[src/sic_pkg.sv]
package sic_pkg;

   localparam int          PASS_FIRST = 21;
   localparam int          PASS_LAST  = 30;
   localparam int          PASS_WIDTH = PASS_LAST - PASS_FIRST + 1;
   localparam logic [31:0] PASS_MASK  = 32'h7fe0_0000;

   typedef enum logic [1:0] {
      FUNC_READ  = 2'd0,
      FUNC_WRITE = 2'd1,
      FUNC_LINE  = 2'd2,
      FUNC_NONE  = 2'd3
   } func_type;

   localparam logic [9:0] REG_STATUS     = 10'd0;
   localparam logic [9:0] REG_RAW        = 10'd1;
   localparam logic [9:0] REG_ENABLE     = 10'd2;
   localparam logic [9:0] REG_ENABLE_CLR = 10'd3;
   localparam logic [9:0] REG_SOFT       = 10'd4;
   localparam logic [9:0] REG_SOFT_CLR   = 10'd5;
   localparam logic [9:0] REG_PASS       = 10'd8;
   localparam logic [9:0] REG_PASS_CLR   = 10'd9;

   typedef struct packed {
      func_type    func;
      logic [9:0]  reg_word;
      logic [31:0] write_data;
      logic [4:0]  line_number;
      logic        line_level;
   } item_type;

   typedef struct packed {
      logic [31:0]           source_levels;
      logic [31:0]           enable_mask;
      logic [31:0]           pass_enable;
      logic [PASS_WIDTH-1:0] pass_levels;
   } state_type;

   typedef struct packed {
      logic [31:0]           read_data;
      logic                  combined_irq;
      logic [PASS_WIDTH-1:0] passed_lines;
      logic                  bad_offset;
   } result_type;

endpackage

[src/secondary_interrupt_controller.sv]
// Secondary interrupt controller.
// The req_ channel carries one item per transfer: a register read, a register
// write, or a level change on one of 32 source lines. The rsp_ channel returns
// exactly one result per item, in order: read data (0 unless a read), the
// combined request, the ten pass-through line levels and an undefined-offset
// flag.
// An item is captured in the input register, and the register update then
// writes its result into the result register, which drives rsp_. Throughput
// is one item per cycle while rsp_ready stays high, set by the register update
// between the input register and the result register.
// Reset clears the source levels, enable mask, pass-through enables and
// pass-through levels, and empties both register stages.
// When the receiver stalls, the result register holds its result and the
// input register still takes one more item; req_ready drops only once both
// stages are full.
module secondary_interrupt_controller
   import sic_pkg::*;
(
   input  logic                  clock,
   input  logic                  reset,
   input  logic                  req_valid,
   output logic                  req_ready,
   input  logic [1:0]            req_func,
   input  logic [9:0]            req_reg_word,
   input  logic [31:0]           req_write_data,
   input  logic [4:0]            req_line_number,
   input  logic                  req_line_level,
   output logic                  rsp_valid,
   input  logic                  rsp_ready,
   output logic [31:0]           rsp_read_data,
   output logic                  rsp_combined_irq,
   output logic [PASS_WIDTH-1:0] rsp_passed_lines,
   output logic                  rsp_bad_offset
);

   logic       in_valid_ff;
   item_type   item_ff;
   state_type  state_ff;
   state_type  state_in;
   logic       rsp_valid_ff;
   result_type result_ff;
   result_type result_in;
   logic       advance;

   assign advance   = in_valid_ff && (!rsp_valid_ff || rsp_ready);
   assign req_ready = !in_valid_ff || advance;

   sic_step u_step (
      .item       (item_ff),
      .state      (state_ff),
      .state_next (state_in),
      .result     (result_in)
   );

   always_ff @(posedge clock) begin
      if (reset) begin
         in_valid_ff  <= 1'b0;
         rsp_valid_ff <= 1'b0;
         state_ff     <= '0;
      end else begin
         if (req_ready) in_valid_ff <= req_valid;
         if (advance) begin
            state_ff     <= state_in;
            rsp_valid_ff <= 1'b1;
         end else if (rsp_ready) begin
            rsp_valid_ff <= 1'b0;
         end
      end
   end

   always_ff @(posedge clock) begin
      if (req_ready && req_valid) begin
         item_ff.func        <= func_type'(req_func);
         item_ff.reg_word    <= req_reg_word;
         item_ff.write_data  <= req_write_data;
         item_ff.line_number <= req_line_number;
         item_ff.line_level  <= req_line_level;
      end
      if (advance) result_ff <= result_in;
   end

   assign rsp_valid        = rsp_valid_ff;
   assign rsp_read_data    = result_ff.read_data;
   assign rsp_combined_irq = result_ff.combined_irq;
   assign rsp_passed_lines = result_ff.passed_lines;
   assign rsp_bad_offset   = result_ff.bad_offset;

endmodule

[src/sic_step.sv]
module sic_step
   import sic_pkg::*;
(
   input  item_type   item,
   input  state_type  state,
   output state_type  state_next,
   output result_type result
);

   state_type   nxt;
   logic [31:0] rd;
   logic        bad;
   logic        refresh;

   always_comb begin
      nxt     = state;
      rd      = 32'd0;
      bad     = 1'b0;
      refresh = 1'b0;
      case (item.func)
         FUNC_READ: begin
            case (item.reg_word)
               REG_STATUS: rd = state.source_levels & state.enable_mask;
               REG_RAW:    rd = state.source_levels;
               REG_ENABLE: rd = state.enable_mask;
               REG_SOFT:   rd = {31'd0, state.source_levels[0]};
               REG_PASS:   rd = state.pass_enable;
               default:    bad = 1'b1;
            endcase
         end
         FUNC_WRITE: begin
            case (item.reg_word)
               REG_ENABLE:     nxt.enable_mask = state.enable_mask | item.write_data;
               REG_ENABLE_CLR: nxt.enable_mask = state.enable_mask & ~item.write_data;
               REG_SOFT: begin
                  if (item.write_data != 32'd0) nxt.enable_mask[0] = 1'b1;
               end
               REG_SOFT_CLR: begin
                  if (item.write_data != 32'd0) nxt.enable_mask[0] = 1'b0;
               end
               REG_PASS: begin
                  nxt.pass_enable = state.pass_enable | (item.write_data & PASS_MASK);
                  refresh         = 1'b1;
               end
               REG_PASS_CLR: begin
                  nxt.pass_enable = state.pass_enable & ~item.write_data;
                  refresh         = 1'b1;
               end
               default: bad = 1'b1;
            endcase
         end
         FUNC_LINE: begin
            nxt.source_levels[item.line_number] = item.line_level;
            for (int i = 0; i < PASS_WIDTH; i++) begin
               if (item.line_number == 5'(PASS_FIRST + i) && state.pass_enable[PASS_FIRST + i])
                  nxt.pass_levels[i] = item.line_level;
            end
         end
         default: ;
      endcase
      if (refresh) begin
         for (int i = 0; i < PASS_WIDTH; i++) begin
            if (nxt.pass_enable[PASS_FIRST + i])
               nxt.pass_levels[i] = nxt.source_levels[PASS_FIRST + i];
         end
      end
   end

   assign state_next          = nxt;
   assign result.read_data    = rd;
   assign result.combined_irq = |(nxt.source_levels & nxt.enable_mask);
   assign result.passed_lines = nxt.pass_levels;
   assign result.bad_offset   = bad;

endmodule
[config.mk]
export PLATFORM = sky130hd
export DESIGN_NAME = secondary_interrupt_controller
export DESIGN_NICKNAME = d
export VERILOG_FILES = /design/src/sic_pkg.sv /design/src/secondary_interrupt_controller.sv /design/src/sic_step.sv
export SDC_FILE = /design/constraint.sdc
export NUM_CORES = 1
export LEC_CHECK = 0
export BUFFER_PORTS_ARGS = -buffer_cell sky130_fd_sc_hd__buf_2
export CAP_MARGIN = 20
export CORE_ASPECT_RATIO = 0.75
export CORE_UTILIZATION = 59
export CTS_CLUSTER_SIZE = 16
export DETAILED_ROUTE_END_ITERATION = 10
export PLACE_DENSITY = 0.8
export SLEW_MARGIN = 20
export SYNTH_ARGS = -nofsm -noshare
export SYNTH_HDL_FRONTEND = slang
export SYNTH_SLANG_ARGS = --single-unit
[constraint.sdc]
create_clock -name clock -period 3.6 [get_ports clock]
set_input_delay 0.72 -clock clock [delete_from_list [all_inputs] [get_ports clock]]
set_output_delay 0.72 -clock clock [all_outputs]
set_load 0.1 [all_outputs]
After elaboration in Yosys (flattened, before gate mapping)
Index checks and enable logic that the tools add are counted.

Register bits: 202. Input port bits: 54. Output and inout bits: 46. Word-level logic and storage cells: 111.

Magnitude comparators: 2. Equal/unequal tests: 19. Muxes and demuxes: 40. Bitwise operators: 7. Reductions and logical operators: 27.

Operators by type and width (number): $pmux 32 s5 (1); $and 32x32->32 (4); $mux 64 (1); $pmux 32 s2 (1); $pmux 31 s2 (1); $eq 5x5->1 const B (10); $bwmux 32 (1); $mux 32 (1); $not 32->32 (1); $or 32x31->32 (1); $or 32x32->32 (1); $reduce_bool 32->1 (1); $reduce_or 32->1 (1); $mux 1 (29); $eq 10x2->1 const B (2); $eq 10x3->1 const B (2); $eq 10x4->1 const B (2); $mux 10 (2); $logic_and 1x1->1 (13); $eq 10x1->1 const B (1); $logic_not 10->1 (1); $lt 5x6->1 const B (1); $reduce_or 6->1 (1); $demux 1 s5 (1); 12 further kinds (15).

Longest topological paths before layout
Gate-level depths: netlist of run 1.

Depth after elaboration: 8. Depth in mapped cells: 10. Mapped depth without buffers: 7.

Cells and area by module
A second synthesis of run 1 with hierarchy kept.

Cell total of the unflattened synthesis: 1041. Area, all modules: 10870.4 um^2.

By module, submodules not included: secondary_interrupt_controller (instances 1, cells an instance 563, area each 7624.8 um^2, sequential area each 4984.8 um^2); sic_step (instances 1, cells an instance 478, area each 3245.6 um^2, sequential area each 0.0 um^2).

Least setup slack after synthesis of run 1
OpenSTA, ideal clock, no wires.

Path kind: register to register. Start point: register rsp_valid_ff, in the netlist rsp_valid. End point: register item_ff[0] (netlist name), enable pin. Setup time: 412 ps. Arrival: 2927 ps. Required time: 3188 ps. Path slack: 260 ps. Cell stages (with the launch flop): 4. Path buffers: 0. Period minus slack after synthesis: 3340 ps. Cell sequence: dfxtp_1 > nor2b_1 > nand2_1 > and2_1.

Word-level cells in the longest chain between the ends: 5.

Ends and longest elaborated chain: start: declaration (RTL line secondary_interrupt_controller.sv:40) `logic rsp_valid_ff;`; start signal: assignment (RTL line secondary_interrupt_controller.sv:58) `rsp_valid_ff <= 1'b0;`; start signal: assignment (RTL line secondary_interrupt_controller.sv:64) `rsp_valid_ff <= 1'b1;`; start signal: assignment (RTL line secondary_interrupt_controller.sv:66) `rsp_valid_ff <= 1'b0;`; $logic_not 1->1 (RTL line secondary_interrupt_controller.sv:45) `assign advance = in_valid_ff && (!rsp_valid_ff || rsp_ready);`; $logic_or 1x1->1 (RTL line secondary_interrupt_controller.sv:45); $logic_and 1x1->1 (RTL line secondary_interrupt_controller.sv:45); $logic_or 1x1->1 (RTL line secondary_interrupt_controller.sv:46) `assign req_ready = !in_valid_ff || advance;`; named net req_ready (RTL line secondary_interrupt_controller.sv:22) `output logic req_ready,`; $logic_and 1x1->1 (RTL line secondary_interrupt_controller.sv:72) `if (req_ready && req_valid) begin`; end: declaration (RTL line secondary_interrupt_controller.sv:37) `item_type item_ff;`.

The timed path passes the listed nets, and every way through them passes these cells. A chain may end at the register's enable or synchronous reset.

==> results of run 1 <==
cells by family after synthesis:
| group | count (synthesis) |
|---|---|
| flip-flops | 202 |
| AO/OA/AOI/OAI | 276 |
| buffers and inverters | 95 |
| AND/OR/NAND/NOR | 306 |
| XOR/XNOR | 2 |
| multiplexers | 63 |
sequential cells by signal (all words and copies together) (netlist names):
| name | cells |
|---|---|
| state_ff | 106 |
| rsp_valid | 1 |
| rsp_read_data | 32 |
| rsp_combined_irq | 1 |
| rsp_passed_lines | 10 |
| item_ff | 50 |
| rsp_bad_offset | 1 |
| in_valid_ff | 1 |
cells in the mapped netlist, types with 9 or more instances:
cell type  instances
dfxtp_1          108
a21oi_1          119
a222oi_1          22
nor2_1            92
nand2b_1          25
nor4_1            13
a211oi_1          48
nand3_1           12
edfxtp_1          94
mux2_2             9
mux2i_1           54
o211ai_1          10
o21a_1            23
clkbuf_1          69
nand2_1           95
and3_1            12
nor3_1            17
a311oi_1          31
critical path, cell delays in order, from the launching register on:
cell,delay (ns)
edfxtp_1,0.40
nor4_4,0.47
nand4_4,0.20
nor3_4,0.15
buf_4,0.34
a211oi_1,0.13
nor4_1,0.34
nand3_1,0.12
or4_1,0.47
stage by stage:
step           setup WS, ns  cell area [um2]  utilization, %  std cells
2_1_floorplan         0.260             9450               -        944
3_3_place_gp          0.767            10000            65.0       1179
3_5_place_dp          0.739            10000            65.0       1179
4_1_cts               0.725            10700            69.6       1215
5_1_grt               0.476            10700            69.6       1215
6_report              0.699            10700            69.6       1215
worst min path at each step:
| stage | endpoint | slack (ns) |
|---|---|---|
| 2_1_floorplan | state_ff[12]$_SDFFE_PP0P_ | 0.43 |
| 4_1_cts | item_ff[9]$_DFFE_PP_ | 0.37 |
| 3_3_place_gp | state_ff[15]$_SDFFE_PP0P_ | 0.44 |
| 5_1_grt | item_ff[44]$_DFFE_PP_ | 0.37 |
| 3_5_place_dp | state_ff[15]$_SDFFE_PP0P_ | 0.44 |
| 6_report | item_ff[37]$_DFFE_PP_ | 0.38 |
power breakdown:
group	internal, mW	total, mW	switching, mW
Clock	1.33	2.21	0.880
Sequential	2.47	2.54	0.0746
Combinational	0.0799	0.355	0.275
cell type report:
class,instances,area (um2),area share (%)
Timing Repair Buffer,120,691,6.44
Tap cell,205,256,2.39
Clock inverter,9,135,1.26
Sequential cell,202,4980,46.4
Multi-Input combinational cell,647,4080,38.0
Clock buffer,27,568,5.29
Inverter,5,18.8,0.175
routing by layer:
layer  vias up  share of wire (%)  track usage [%]
met3        59                 11             6.39
li1       3648                  -                -
met1      3693                 45             46.6
met4         0                2.3             7.29
met2       473                 42             43.2
met5         -                  0                0
==> results.cfg, run 1 <==
[outcome]
status = complete, no violations

[synth]
async_flop_share_pct = 0
ys_ff_latch = 202
synth_warnings = 0
synth_xor_area_share_pct = 0.185
yosysSeqAreaShare_pct = 52.8
syn-instance-count = 944
synth_area_mm2 = 0.00945
ys.flop_type = dfxtp_1
synthesis.nets = 998
yosysTopAreaCell = edfxtp_1
synth-simple-area-share_pct = 16.3
avgSynthCellArea_um2 = 10.0
synth-edff-count = 94
yosys-top-cells-area = edfxtp_1 (30%), dfxtp_1 (23%), a21oi_1 (6.3%), mux2i_1 (5.7%), a211oi_1 (3.8%)
ys_types = 56
synth_top_area_share_pct = 29.9
synthAdderAreaFrac_pct = 0
synth_top_family_by_area = compound AO/OA/AOI/OAI gates
synth_compound_area_share_pct = 19.7
synth_mux_area_share_pct = 6.79

[setup_path]
reg2reg_slack_ns = 0.70
r2r_start = item_ff[47]$_DFFE_PP_
worstPathMaxFanout = 28
worstRegToRegCells = 8
worstPathArrival_ns = 3.15
crit_path_end_kind = flip-flop
crit_required_ns = 3.85
critPathCapture = rsp_combined_irq$_DFFE_PP_
cp-start-kind = flip-flop
crit_type = reg -> reg
rr_endpoint = rsp_combined_irq$_DFFE_PP_
critPathLaunch = item_ff[47]$_DFFE_PP_

[placed_design]
gp_congestion = 0.999
io_buffers = 99
hpwl_um = 15700

[power]
max-vdd-ir-drop_mv = 0.316
powerDensity_mw_per_mm2 = 476
p_leak_nw = 3.89
finalPower_mw = 5.10

[clocking]
cts-root-buf = clkbuf_16
post_cts_resized = 0
ctsHtreeMaxLevel = 1
cts_sinks = 202
cts_hold_buf = 0
cts_setup_buffers = 0
cts.clk_slew.worst_paths_ns = 0.06
cts_tree = done
cts_buffers = 20
clock_latency_ns = 0.51
clk_path_buf_depth = 3

[detailed_routing]
vias = 7873
wl_um = 24500
wl_per_cell_um = 20.2
drtPass1Iterations = 9
vias_per_cell = 6.48
drc_errors = 0
ant_nets = 0
drtIter0Drc = 1098

[sta]
setup_viol = 0
fmax_mhz = 345
finClkSkew_ns = 0.0206
fin_setup_tns_ns = 0
timing.hold.ws_ns = 0.379
slew_headroom_pct = 38.2
rsz0062_at_grt = no
maxSlewViolCount = 0
min_period_ns = 2.90
finalHoldViolations = 0
worst_slew_pin_slew_ns = 0.927
timing.final.crit_share_pct = 80.6

[flow_run]
cap_violations = 0

[global_route]
antenna_found_initial = 0
grt_pass1_wl_um = 39500
grt_pass1_vias = 7129
grt_max_degree = 92
gr-total-overflow = 0
grtUsageTotal_pct = 30.3

[layout]
drive_gt1_share_pct = 18.0
final_cell_mix = a21oi_1 (119), dfxtp_1 (108), buf_2 (99)
fin_nets = 1050
layout_commonest_cell = a21oi_1
diodes = 0
syn_to_final_growth_pct = 13.6
fillers = 1173

[min_path]
hp-start = req_write_data[31]
hp-class = in -> reg
hold_depth = 1

[floorplanning]
initial_core_util_pct = 61.3
coreArea_mm2 = 0.0154
dieHeight_um = 112
fp.dieW_um = 148
ios = 100
std_cell_rows = 39
die_area_mm2 = 0.0165
(Power assumes the default switching activity.)
==> run 2, diff against run 1 <==
==> constraint.sdc (replaced) <==
create_clock -name clock -period 2.8 [get_ports clock]
set_input_delay 0.56 -clock clock [delete_from_list [all_inputs] [get_ports clock]]
set_output_delay 0.56 -clock clock [all_outputs]
set_load 0.1 [all_outputs]
==> run 2 against run 1 <==
Non-clock buffer count increased by 52. Worst hold slack got worse by 0.14 ns. Sequential share of layout area decreased by 1.9 points. Flip-flop and latch count unchanged. Sequential power increased by 28%. Clock power increased by 24%. Fmax increased by 6.4%. Routed wire length increased by 5.6%. Register-to-register slack got worse by 0.63 ns. Design area increased by 4.3%. Critical path type unchanged. Largest power group unchanged.
==> results.cfg, run 2 (synthesized netlist as in run 1, its figures left out) <==
[global_route]
antenna_found_initial = 1
gr-total-overflow = 0
grt_pass1_wl_um = 40800
grt_pass1_vias = 7487
grt_max_degree = 109
grtUsageTotal_pct = 31.3

[sta]
fin_setup_tns_ns = 0
slew_headroom_pct = 30.3
fmax_mhz = 367
maxSlewViolCount = 0
min_period_ns = 2.73
setup_viol = 0
worst_slack_ns = 0.0736
timing.final.crit_share_pct = 97.4
worst_slew_pin_slew_ns = 1.04
finClkSkew_ns = 0.0192
finalHoldViolations = 0

[power]
p_sw_share_pct = 24.4
combinationalPowerShare_pct = 8.3
p_int_mw = 4.93
p_clk_share_pct = 42.1
p_seq_share_pct = 49.7
switchingPower_mw = 1.60
powerDensity_mw_per_mm2 = 583
max-vdd-ir-drop_mv = 0.450
finalPower_mw = 6.53
p_leak_nw = 4.16

[setup_path]
r2r_start = item_ff[48]$_DFFE_PP_
crit_required_ns = 3.05
worstPathMaxFanout = 9
critPathLaunch = item_ff[48]$_DFFE_PP_
crit_type = reg -> reg
cp-start-kind = flip-flop
crit_path_end_kind = flip-flop
worstPathArrival_ns = 2.97

[clocking]
ctsHtreeMaxLevel = 1
clk_path_buf_depth = 3
cts_buffers = 21
cts_sinks = 202
cts_tree = done
clock_latency_ns = 0.50
cts-root-buf = clkbuf_16
cts.clk_slew.worst_paths_ns = 0.07
cts_hold_buf = 0

[floorplanning]
ios = 100
fp.dieW_um = 148
die_area_mm2 = 0.0165
coreArea_mm2 = 0.0154
std_cell_rows = 39
initial_core_util_pct = 61.3
dieHeight_um = 112

[detailed_routing]
ant_nets = 0
vias_per_cell = 6.50
drtIter0Drc = 1319
wl_per_cell_um = 20.4
drtPass1Iterations = 7
wl_um = 25900
drc_errors = 0
vias = 8240

[placed_design]
placed_area_mm2 = 0.0105
io_buffers = 99
hpwl_um = 17000
post-place-ws_ns = -0.0292
gp_congestion = 1.02

[layout]
drive_gt1_share_pct = 22.6
diodes = 0
syn_to_final_growth_pct = 18.4
largest_register_ffs = 106
utilization_pct = 72.6
fillers = 1099
fin_nets = 1103
final_area_mm2 = 0.0112
largest_register = state_ff
layout_commonest_cell = a21oi_1
final_cell_mix = a21oi_1 (118), dfxtp_1 (107), buf_2 (99)

[min_path]
hp-start = req_write_data[18]
hp-class = in -> reg

[flow_run]
cap_violations = 0

[outcome]
status = complete, no violations
## run 2: cell types whose count changed in the layout (fill, tap and decap cells not counted), moves of 4 or more
| cell | previous run | this run |
|---|---|---|
| nor4_1 | 13 | 9 |
| buf_12 | 3 | 7 |
| nor4_2 | 2 | 6 |
| buf_4 | 18 | 66 |
## run 2: worst max-delay path, cell delays in order, from the launching register on
cell	delay (ns)
edfxtp_1	0.55
and4b_1	0.46
buf_4	0.19
nand2_1	0.07
mux2i_1	0.19
a211oi_1	0.07
nor4_1	0.37
nand3_1	0.11
or4_1	0.46
## run 2: area by class of cell
type	instances	area [um2]	area share, %
clock buffers	28	572	5.11
clock inverters	9	98.8	0.883
inverters	5	18.8	0.168
multi-input cells	647	4130	36.9
flip-flops and latches	202	4990	44.6
well taps	205	256	2.29
repair buffers	172	1130	10.1
## run 2: path summary, 6_finish.rpt
path | endpoint | slack (ns) | cells after the start
worst max-delay path | rsp_combined_irq$_DFFE_PP_ | 0.07 | 8
worst min-delay path | item_ff[24]$_DFFE_PP_ | 0.24 | 1
worst max register to register | rsp_combined_irq$_DFFE_PP_ | 0.07 | 8
worst min register to register | state_ff[20]$_SDFFE_PP0P_ | 0.45 | 2
## run 2: through the flow
| stage | hold slack (ns) | instances |
|---|---|---|
| after floorplan | 0.426 | 944 |
| after global placement | 0.436 | 1230 |
| after detailed placement | 0.438 | 1230 |
| after CTS | 0.226 | 1267 |
| after global routing | 0.225 | 1268 |
| final | 0.237 | 1268 |
## run 2: power by group through the flow
stage	Sequential (mW)	Clock, mW	Combinational, mW
floorplan	3.44	0	0.195
global placement	3.30	0	0.522
detailed placement	3.30	0	0.528
CTS	3.24	2.77	0.530
global route	3.25	2.88	0.567
finish	3.24	2.74	0.540
## run 2: per-layer routing
metal / vias up / routed length, um / GRT usage (%)
met5: - / 0 / 0
met4: 0 / 689 / 9.14
met3: 66 / 3030 / 7.09
met2: 544 / 11100 / 45.4
met1: 3873 / 11000 / 46.6
li1: 3757 / - / -
## run 2: what timing repair did
item	CTS	global route
endpoints found under the hold margin	0	0
buffers inserted	0	1
pin swaps	0	4
resized for setup	2	6
setup endpoints to repair	1	1
